==> config.mk <==
export PLATFORM = sky130hd
export DESIGN_NAME = tea_cell
export DESIGN_NICKNAME = d
export VERILOG_FILES = /design/src/hdl/tea_pkg.sv /design/src/hdl/tea_cell.sv
export SDC_FILE = /design/constraint.sdc
export NUM_CORES = 1
export LEC_CHECK = 0
export BUFFER_PORTS_ARGS = -buffer_cell sky130_fd_sc_hd__buf_4
export CAP_MARGIN = 10
export CORE_ASPECT_RATIO = 0.6
export CORE_UTILIZATION = 35
export DETAILED_ROUTE_END_ITERATION = 10
export PLACE_DENSITY_LB_ADDON = 0.25
export SLEW_MARGIN = 20
export SYNTH_ARGS = -nofsm -noshare
export SYNTH_HDL_FRONTEND = slang
export SYNTH_SLANG_ARGS = --single-unit
==> constraint.sdc <==
create_clock -name clk -period 0.8 [get_ports clk]
set_input_delay 0.04 -clock clk [delete_from_list [all_inputs] [get_ports clk]]
set_output_delay 0.04 -clock clk [all_outputs]
set_load 0.02 [all_outputs]
==> src/hdl/tea_pkg.sv <==
`default_nettype none

package tea_pkg;

	localparam int unsigned WORD_W = 32;
	localparam int unsigned ROUNDS = 32;
	// one cell per half round
	localparam int unsigned CELLS = 2 * ROUNDS;
	localparam int unsigned KEY_WORDS = 4;
	localparam int unsigned KEY_IDX_W = 2;

	localparam logic [WORD_W-1:0] DELTA = 32'h9e3779b9;
	// running sum carried out of the last cell: one step past the last round
	localparam logic [WORD_W-1:0] FINAL_SUM = WORD_W'((ROUNDS + 1) * 64'(DELTA));

	localparam logic [KEY_IDX_W-1:0] KEY_IDX_0 = 2'd0;
	localparam logic [KEY_IDX_W-1:0] KEY_IDX_1 = 2'd1;
	localparam logic [KEY_IDX_W-1:0] KEY_IDX_2 = 2'd2;
	localparam logic [KEY_IDX_W-1:0] KEY_IDX_3 = 2'd3;

	localparam logic PHASE_LEFT = 1'b0;
	localparam logic PHASE_RIGHT = 1'b1;

	typedef logic [KEY_WORDS-1:0][WORD_W-1:0] key_t;

	typedef struct packed {
		logic [WORD_W-1:0] plain_left;
		logic [WORD_W-1:0] plain_right;
	} plain_t;

	typedef struct packed {
		logic [WORD_W-1:0] cipher_left;
		logic [WORD_W-1:0] cipher_right;
	} cipher_t;

	typedef struct packed {
		logic [WORD_W-1:0] left;
		logic [WORD_W-1:0] right;
		logic [WORD_W-1:0] sum;
		logic              phase;
	} cell_t;

	function automatic logic [WORD_W-1:0] tea_mix(
		input logic [WORD_W-1:0] half,
		input logic [WORD_W-1:0] sum,
		input logic [WORD_W-1:0] ka,
		input logic [WORD_W-1:0] kb
	);
		tea_mix = ((half << 4) + ka) ^ (half + sum) ^ ((half >> 5) + kb);
	endfunction

endpackage

`default_nettype wire

==> src/hdl/tea_cell.sv <==
`default_nettype none

module tea_cell (
	input  wire logic           clk,
	input  wire logic           arst_n,
	input  wire logic           in_valid,
	input  wire tea_pkg::cell_t in_data,
	input  wire tea_pkg::key_t  key,
	output logic                out_valid,
	output tea_pkg::cell_t      out_data
);

	logic           valid_q;
	tea_pkg::cell_t data_q;
	tea_pkg::cell_t next_data;

	always_comb begin
		next_data = in_data;
		if (in_data.phase == tea_pkg::PHASE_LEFT) begin
			next_data.left = in_data.left + tea_pkg::tea_mix(in_data.right, in_data.sum,
				key[tea_pkg::KEY_IDX_0], key[tea_pkg::KEY_IDX_1]);
			next_data.phase = tea_pkg::PHASE_RIGHT;
		end else begin
			next_data.right = in_data.right + tea_pkg::tea_mix(in_data.left, in_data.sum,
				key[tea_pkg::KEY_IDX_2], key[tea_pkg::KEY_IDX_3]);
			// sum for the next round
			next_data.sum = in_data.sum + tea_pkg::DELTA;
			next_data.phase = tea_pkg::PHASE_LEFT;
		end
	end

	always_ff @(posedge clk or negedge arst_n) begin
		if (!arst_n) begin
			valid_q <= 1'b0;
		end else begin
			valid_q <= in_valid;
		end
	end

	always_ff @(posedge clk) begin
		data_q <= next_data;
	end

	assign out_valid = valid_q;
	assign out_data = data_q;

endmodule

`default_nettype wire

==> results.yml, run 1 <==
synthesis:
  synth_warnings: 0
  synthesis.area_um2: 15500
  syn_nets: 2386
  ys_async_sr_fraction_pct: 1.02
  ys_seq_elements: 98
  seq_area_frac_synth_pct: 12.7
  yosysTopAreaCellShare_pct: 19.7
  syn_inst: 1907
  yosys_most_used_dff: "dfxtp_1"
  synth_cell_types: 75
  ys_top_cells_by_area: "ha_1 (20%), xnor2_1 (18%), dfxtp_1 (13%)"
  syn_avg_cell_area_um2: 8.11
  synth_top_cell_by_area: "ha_1"
  synth_edf_count: 0
floorplan:
  die_y_um: 165
  rows: 59
  die-area_um2: 45100
  core-area_um2: 43500
  io_pins: 326
  die_w_um: 273
  initial_core_util_pct: 35.6
place:
  pre_cts_ws_ps: -4180
  place_congestion: 0.962
  placed_area_um2: 25200
  dpl.hpwl_mm: 59.9
  io_buffers: 325
timing:
  final_hold_viol_count: 0
  hold_slack_ps: 17.5
  period_minus_slack_ps: 4470
  fin_tns_setup_ps: -207480
  rsz0062_at_grt: "yes"
  setup_viol: 193
  maxSlewViolCount: 0
  tightest_slew_ps: 527
  max_clock_freq_mhz: 224
  fin_ws_ps: -3670
  slew_headroom_pct: 64.6
  fin_crit_sh_pct: 559
setup_path:
  cp.required_ps: 1080
  critPathArrivalTime_ps: 4750
  crit_path_start_kind: "input port"
  crit_type: "input port to register"
  worstPathMaxFanout: 3
  endpoint_kind: "register"
global_routing:
  grt_pass1_vias: 19004
  antenna_found_initial: 0
  grt_max_degree: 43
  grtUsageTotal_pct: 30.9
  grt_pass1_wl_mm: 107
  grt_remaining_overflow: 0
finish:
  final_common_cell: "buf_4"
  multi_input_comb_area_um2: 15900
  finalInstanceArea_um2: 29100
  fin_nets: 3585
  diodes: 0
  syn_to_final_growth_pct: 88.0
  nFillCells: 3406
  drive_above_1_share_pct: 55.2
  final_cell_mix: "buf_4 (1009), xnor2_1 (242), ha_1 (201), buf_6 (186), a21oi_1 (135)"
  regArea_um2: 2100
hold_path:
  hp-start: "in_data[96]"
  min_to: "out_data[96]"
  min_path_cells: 3
  worstHoldPathType: "input port to register"
route:
  drtIter0Drc: 1574
  first_pass_iters: 6
  drc: 0
  wirelength_mm: 75.5
  drt.antenna.violating_nets: 0
  routedWlPerCell_um: 20.5
  via_per_inst: 5.36
  vias: 19778
run_status:
  violations: "setup timing"
  status: "finished, violations left"
pwr:
  peakVddDrop_v: 0.00171
  p_leak_nw: 14.1
  power.density_nw_per_um2: 2910
  power.total_mw: 84.6
clock_tree:
  cts_root_buf: "clkbuf_16"
  cts_sinks: 98
  cts-buffers-inserted: 9
  cts_tree: "yes"
  path_clk_slew_ps: 70
  clockBufferDepth: 2
  htree_levels: 3
job:
  maxCapViolCount: 0
==> registers in the layout (all words and copies together) (netlist names) <==
signal / flops
out_data: 97
out_valid: 1
==> cell families after synthesis <==
kind of cell	share of synthesized area (%)
buffers and inverters	1.76
XOR/XNOR	22.2
AO/OA/AOI/OAI	27.0
AND/OR/NAND/NOR	13.3
multiplexers	2.39
flip-flops	12.7
adder cells (fa/ha/maj)	20.7
==> Yosys cell counts (27+ instances only) <==
cell type and instances:
xnor2_1 310, inv_1 49, nand2_1 137, o21bai_1 37
a21o_1 128, a21oi_1 189, nand3_1 40, xor2_1 77
nor2_1 88, mux2_2 31, o21ai_0 108, dfxtp_1 97
nand2b_1 27, ha_1 243
==> worst max-delay path, stage by stage <==
cell and delay, ps:
buf_8 100, ha_4 160, fa_2 370, a211oi_4 240, o211ai_1 130, a31o_1 200, a21o_1 220, a21o_1 170
a21o_1 170, a21o_1 170, a21oi_2 210, xnor2_2 190, ha_1 310, a21o_1 200, a221o_1 310, a31oi_1 140
o21ai_1 110, o41a_1 380, nand3_2 100, a31oi_2 90, o22ai_1 190, xnor3_1 280, nor2_2 120, xor2_1 160
==> timing repair <==
action / CTS / global route
resized for setup: 492 / 186
buffers inserted: 72 / 60
endpoints found under the setup margin: 190 / 190
hold buffers: 4 / 0
pin swaps: 239 / 198
gates cloned: 0 / 0
hold endpoints to repair: 4 / 0
==> power breakdown <==
part           total (mW)  switching (mW)  internal (mW)
Clock                4.50            2.07           2.44
Sequential           8.38            1.18           7.20
Combinational        71.7            33.8           37.8
Total                84.6            37.1           47.5
==> routing by layer <==
| metal | GRT usage, % | wire length (µm) | vias to the layer above | part of all wire (%) |
|---|---|---|---|---|
| li1 | - | - | 9370 | - |
| met1 | 46.2 | 35800 | 9467 | 47 |
| met2 | 46.9 | 32100 | 830 | 42 |
| met3 | 3.98 | 6180 | 111 | 8.2 |
| met4 | 5.64 | 1470 | 0 | 2.0 |
| met5 | 0 | 0 | - | 0 |
==> per-stage QoR <==
stage | utilization [%] | cells
2_1_floorplan | - | 1907
3_3_place_gp | 58.0 | 3592
3_5_place_dp | 58.0 | 3592
4_1_cts | 64.2 | 3659
5_1_grt | 66.9 | 3690
6_report | 66.9 | 3690
==> how the worst max path moves through the flow <==
stage                     start      endpoint  slack, ps
floorplan           in_data[38]  out_data[96]      -3550
global placement    in_data[38]  out_data[96]      -4070
detailed placement  in_data[38]  out_data[96]      -4180
CTS                 in_data[38]  out_data[96]      -3560
global route        in_data[38]  out_data[96]      -3840
finish              in_data[38]  out_data[96]      -3670
==> area by class of cell <==
cell class	count	area share [%]
multi-input cells	1737	54.5
repair buffers	1211	34.1
well taps	579	2.49
inverters	49	0.658
clock buffers	12	0.813
clock inverters	4	0.181
flip-flops and latches	98	7.21
No activity file was read; power rests on OpenSTA's default activity.
==> run 2, diff against run 1 <==
--- a/config.mk
+++ b/config.mk
@@ -11,4 +11,5 @@
 export CORE_UTILIZATION = 35
 export DETAILED_ROUTE_END_ITERATION = 10
+export GPL_TIMING_DRIVEN = 0
 export PLACE_DENSITY_LB_ADDON = 0.25
 export SLEW_MARGIN = 20
==> constraint.sdc (replaced) <==
create_clock -name clk -period 0.8 [get_ports clk]
set_input_delay 0.08 -clock clk [delete_from_list [all_inputs] [get_ports clk]]
set_output_delay 0.08 -clock clk [all_outputs]
set_load 0.02 [all_outputs]
==> run 2 against run 1 <==
  * The run ends with hold timing, setup timing left
  * Worst setup slack got worse by 180 ps
  * Sequential share of layout area is 1.5 points higher
  * Via count down 15%
  * Clock power hardly changed
  * Routed wire length fell by 11%
  * Die area unchanged
==> results.yml, run 2 (same netlist as run 1, synthesis figures left out) <==
run_status:
  status: "finished, violations left"
  violations: "hold timing, setup timing"
clock_tree:
  cts_root_buf: "clkbuf_16"
  cts_tree: "yes"
  path_clk_slew_ps: 70
  clockBufferDepth: 2
  htree_levels: 3
  cts-buffers-inserted: 9
  cts_sinks: 98
floorplan:
  die_w_um: 273
  rows: 59
  io_pins: 326
  initial_core_util_pct: 35.6
  die_y_um: 165
  die-area_um2: 45100
  core-area_um2: 43500
route:
  routedWlPerCell_um: 22.7
  drt.antenna.violating_nets: 0
  vias: 16846
  via_per_inst: 5.67
  wirelength_mm: 67.3
  drtIter0Drc: 1493
  first_pass_iters: 7
  drc: 0
setup_path:
  critPathArrivalTime_ps: 4940
  worstPathMaxFanout: 3
  path_depth: 22
  crit_path_start_kind: "input port"
  crit_family: "compound AO/OA/AOI/OAI gates"
  cpMostUsedCell: "a21o_1"
  worstSetupStartpoint: "in_data[38]"
  critPathSlowestCell: "fa_2"
  worstPathCellList: "buf_12 -> ha_4 -> fa_2 -> a211oi_2 -> o211ai_1 -> a31o_1 -> a21o_1 -> a221oi_4 -> buf_4 -> o211ai_1 -> a31o_2 -> xnor2_2 -> ha_1 -> a21o_1 -> a21o_1 -> a21o_1 -> a21oi_1 -> a31oi_4 -> o22ai_4 -> xnor3_1 -> nor2_4 -> xor2_1"
  worst_path_largest_cell_delay_ps: 350
  cp.required_ps: 1090
  endpoint_kind: "register"
  crit_end: "out_data[96]"
  crit_type: "input port to register"
  crit_buf_inv: 2
pwr:
  power.density_nw_per_um2: 3070
  p_leak_nw: 10.3
  peakVddDrop_v: 0.00143
timing:
  rsz0062_at_grt: "yes"
  fin_tns_setup_ps: -189440
  hold_slack_ps: -43.8
  final_hold_viol_count: 2
  setup_viol: 187
  tightest_slew_ps: 916
  maxSlewViolCount: 0
  slew_headroom_pct: 38.3
  max_clock_freq_mhz: 215
  fin_crit_sh_pct: 582
  fin_ws_ps: -3850
  period_minus_slack_ps: 4650
finish:
  final_common_cell: "buf_4"
  largest_reg_flops: 97
  diodes: 0
  finalInstanceArea_um2: 23200
  final_cell_mix: "buf_4 (366), xnor2_1 (227), ha_1 (192), a21o_1 (127), a21oi_1 (125)"
  fin_nets: 2865
  drive_above_1_share_pct: 38.5
  syn_to_final_growth_pct: 50.3
global_routing:
  antenna_found_initial: 0
  grt_max_degree: 17
  grt_pass1_vias: 15889
  grt_remaining_overflow: 0
  grtUsageTotal_pct: 28.1
  grt_pass1_wl_mm: 95.8
place:
  place_congestion: 0.925
  placed_area_um2: 19200
  dpl.hpwl_mm: 53.3
  io_buffers: 324
job:
  maxCapViolCount: 0
hold_path:
  worstHoldPathType: "input port to register"
  hp-start: "in_data[96]"
[run 2: cell count changes in the layout (fill, tap and decap cells not counted), moves of 15 or more]
cell	before	now
buf_4	1009	366
buf_6	186	80
xnor2_1	242	227
mux2_2	4	23
mux2_4	27	8
dlygate4sd3_1	4	20
dfxtp_1	1	68
dfxtp_2	92	24
[run 2: layout make-up]
cell class | count | area (µm²)
inverter | 49 | 184
multi-input combinational | 1737 | 16000
buffer | 22 | 110
timing repair buffer | 469 | 3950
fill | 3897 | 20200
sequential | 98 | 2020
clock buffer | 12 | 256
clock inverter | 4 | 35.0
tap | 579 | 724
[run 2: through the flow]
step	power, mW	utilization [%]	instances	setup slack (ps)
final	71.4	53.5	2970	-3850
after global placement	49.0	44.2	2810	-4880
after global routing	74.9	53.5	2970	-3990
after CTS	61.6	49.4	2908	-3720
after floorplan	36.6	-	1907	-3590
after detailed placement	49.4	44.2	2810	-4840
[run 2: metal layers]
metal	vias to the layer above	share of wire, %	track usage (%)
li1	7940	-	-
met3	68	8.0	4.03
met4	0	1.7	5.03
met5	-	0	0
met2	665	41	41.1
met1	8173	49	43.1
[run 2: repair_timing]
action                                 4_1_cts  5_1_grt
buffers inserted                            78       68
gates resized for setup                    253      261
hold buffers                                18        2
pin swaps                                  131      153
endpoints found under the hold margin       19        3
setup endpoints to repair                  195      190
gates cloned                                 0        0
[run 2: power breakdown]
part / switching [mW] / leakage, nW / internal (mW)
sequential: 0.935 / 0.833 / 6.96
combinational: 30.3 / 9.35 / 28.6
clock: 2.21 / 0.143 / 2.32
total: 33.5 / 10.3 / 37.9
[run 2: how the worst min path moves through the flow]
stage	end	slack (ps)	depth (start not counted)
detailed placement	out_valid	-140	1
finish	out_data[96]	-40	2
CTS	out_data[96]	-50	2
global placement	out_valid	-140	1
global route	out_data[96]	-30	2
floorplan	out_valid	-220	0
==> run 3, diff against run 2 <==
- SKIP_CTS_REPAIR_TIMING: unset -> 1
==> run 3 against run 2 <==
  * The flow still finishes with violations (hold timing, setup timing)
  * Highest routed layer unchanged
  * Power shrank 4.3%
  * Die area did not move
  * Worst setup slack got worse by 93 ps
  * Count of clock-buffer cells in the layout did not move
  * Cell count fell by 1.5%
  * Critical endpoint is now out_data[64]
  * Critical path type unchanged
==> results.yml, run 3 (same netlist as run 1, synthesis figures left out) <==
clock_tree:
  cts-buffers-inserted: 9
  path_clk_slew_ps: 80
  cts_root_buf: "clkbuf_16"
  cts_tree: "yes"
  cts_sinks: 98
  htree_levels: 3
  clockBufferDepth: 2
setup_path:
  endpoint_kind: "register"
  cp.required_ps: 1090
  crit_type: "input port to register"
  crit_path_start_kind: "input port"
  critPathSlowestCell: "a311o_1"
  worstPathMaxFanout: 4
  worstPathCellList: "buf_12 -> ha_4 -> fa_2 -> a21o_1 -> a21oi_4 -> o31ai_4 -> a2111oi_4 -> o21ai_2 -> a21o_1 -> a311o_1 -> a21oi_2 -> o21bai_4 -> xor2_4 -> ha_4 -> or3_1 -> o211ai_1 -> o22a_1 -> nand2_4 -> o21ai_4 -> o21ai_2 -> xnor2_1 -> mux2i_1 -> xor2_1"
  critPathArrivalTime_ps: 5040
  worst_path_largest_cell_delay_ps: 420
global_routing:
  grt_remaining_overflow: 0
  grtUsageTotal_pct: 26.7
  grt_pass1_vias: 15034
  antenna_found_initial: 1
  grt_pass1_wl_mm: 90.4
  grt_max_degree: 17
timing:
  maxSlewViolCount: 0
  final_hold_viol_count: 4
  setup_viol: 187
  fin_crit_sh_pct: 593
  slew_headroom_pct: 39.8
  max_clock_freq_mhz: 211
  fin_ws_ps: -3950
  hold_slack_ps: -44.7
  period_minus_slack_ps: 4750
  rsz0062_at_grt: "yes"
  tightest_slew_ps: 894
finish:
  syn_to_final_growth_pct: 46.8
  largest_reg_flops: 97
  final_cell_mix: "buf_4 (276), xnor2_1 (240), ha_1 (206), buf_6 (131), a21o_1 (127)"
  final_common_cell: "buf_4"
  finalInstanceArea_um2: 22700
  fin_nets: 2820
  drive_above_1_share_pct: 38.4
  utilization_pct: 52.2
floorplan:
  die-area_um2: 45100
  core-area_um2: 43500
  die_y_um: 165
  initial_core_util_pct: 35.6
  io_pins: 326
  rows: 59
  die_w_um: 273
pwr:
  peakVddDrop_v: 0.00139
  power.density_nw_per_um2: 3010
  p_comb_share_pct: 81.1
  switchingPower_mw: 32.4
  swShare_pct: 47.4
  clkPwrFrac_pct: 6.6
  pwr-share-seq_pct: 12.2
  p_int_mw: 35.9
  power.total_mw: 68.3
  p_leak_nw: 10.1
run_status:
  violations: "hold timing, setup timing"
  status: "finished, violations left"
place:
  place_congestion: 0.925
  io_buffers: 324
  placed_area_um2: 19200
  dpl.hpwl_mm: 53.3
route:
  first_pass_iters: 7
  drc: 0
  routedWlPerCell_um: 22.6
  vias: 16609
  wirelength_mm: 66.1
  drtIter0Drc: 1339
  drt.antenna.violating_nets: 0
  via_per_inst: 5.68
hold_path:
  worstHoldPathType: "input port to register"
job:
  maxCapViolCount: 0
run 3: changes by cell type in the layout (fill, tap and decap cells not counted), sizes merged:
cell,delta
buf,-39
clkbuf,-1
diode,+1
dlygate4sd3,-5
run 3: final cells by class:
cell class                      instances  area [µm²]
Inverter                               49         184
Timing Repair Buffer                  424        3780
Clock buffer                           12         256
Sequential cell                        98        2090
Antenna cell                            1        2.50
Fill cell                            3955       20800
Buffer                                 22         110
Multi-Input combinational cell       1737       15500
Clock inverter                          4        35.0
Tap cell                              579         724
run 3: per-stage QoR:
stage | hold slack, ps | std cells | setup TNS (ps) | worst slack (ps)
2_1_floorplan | -216 | 1907 | -166900 | -3590
3_3_place_gp | -144 | 2810 | -235530 | -4880
3_5_place_dp | -142 | 2810 | -236390 | -4840
4_1_cts | -530 | 2826 | -212520 | -4500
5_1_grt | -42.6 | 2926 | -199850 | -4090
6_report | -44.7 | 2926 | -191150 | -3950
run 3: path summary, 6_finish.rpt:
check | startpoint | end | depth (start not counted) | slack (ps)
min in group asynchronous | arst_n | out_valid | 2 | 30
hold / removal | in_data[96] | out_data[96] | 2 | -40
setup / recovery | in_data[70] | out_data[64] | 23 | -3950
max in group asynchronous | arst_n | out_valid | 2 | 690
run 3: power by group through the flow:
stage / clock [mW] / combinational (mW) / sequential [mW]
2_1_floorplan: 0 / 27.0 / 9.64
6_report: 4.51 / 55.4 / 8.36
5_1_grt: 4.73 / 58.3 / 8.45
3_3_place_gp: 0 / 41.3 / 7.73
3_5_place_dp: 0 / 41.7 / 7.72
4_1_cts: 4.52 / 42.0 / 7.62
run 3: metal layers:
layer	wire, µm	track usage [%]	up-vias	share of wire [%]
met4	840	4.67	0	1.3
li1	-	-	7845	-
met5	0	0	-	0
met1	33000	41.5	8046	50
met3	4920	4.29	49	7.4
met2	27300	38.0	669	41
run 3: worst max-delay path, delay by kind of cell:
family	cells	cell delay (ps)
simple gates	2	420
fa+ha+maj	3	740
compound gates	13	2620
mux	1	350
buf+inv	1	110
xor+xnor	3	680
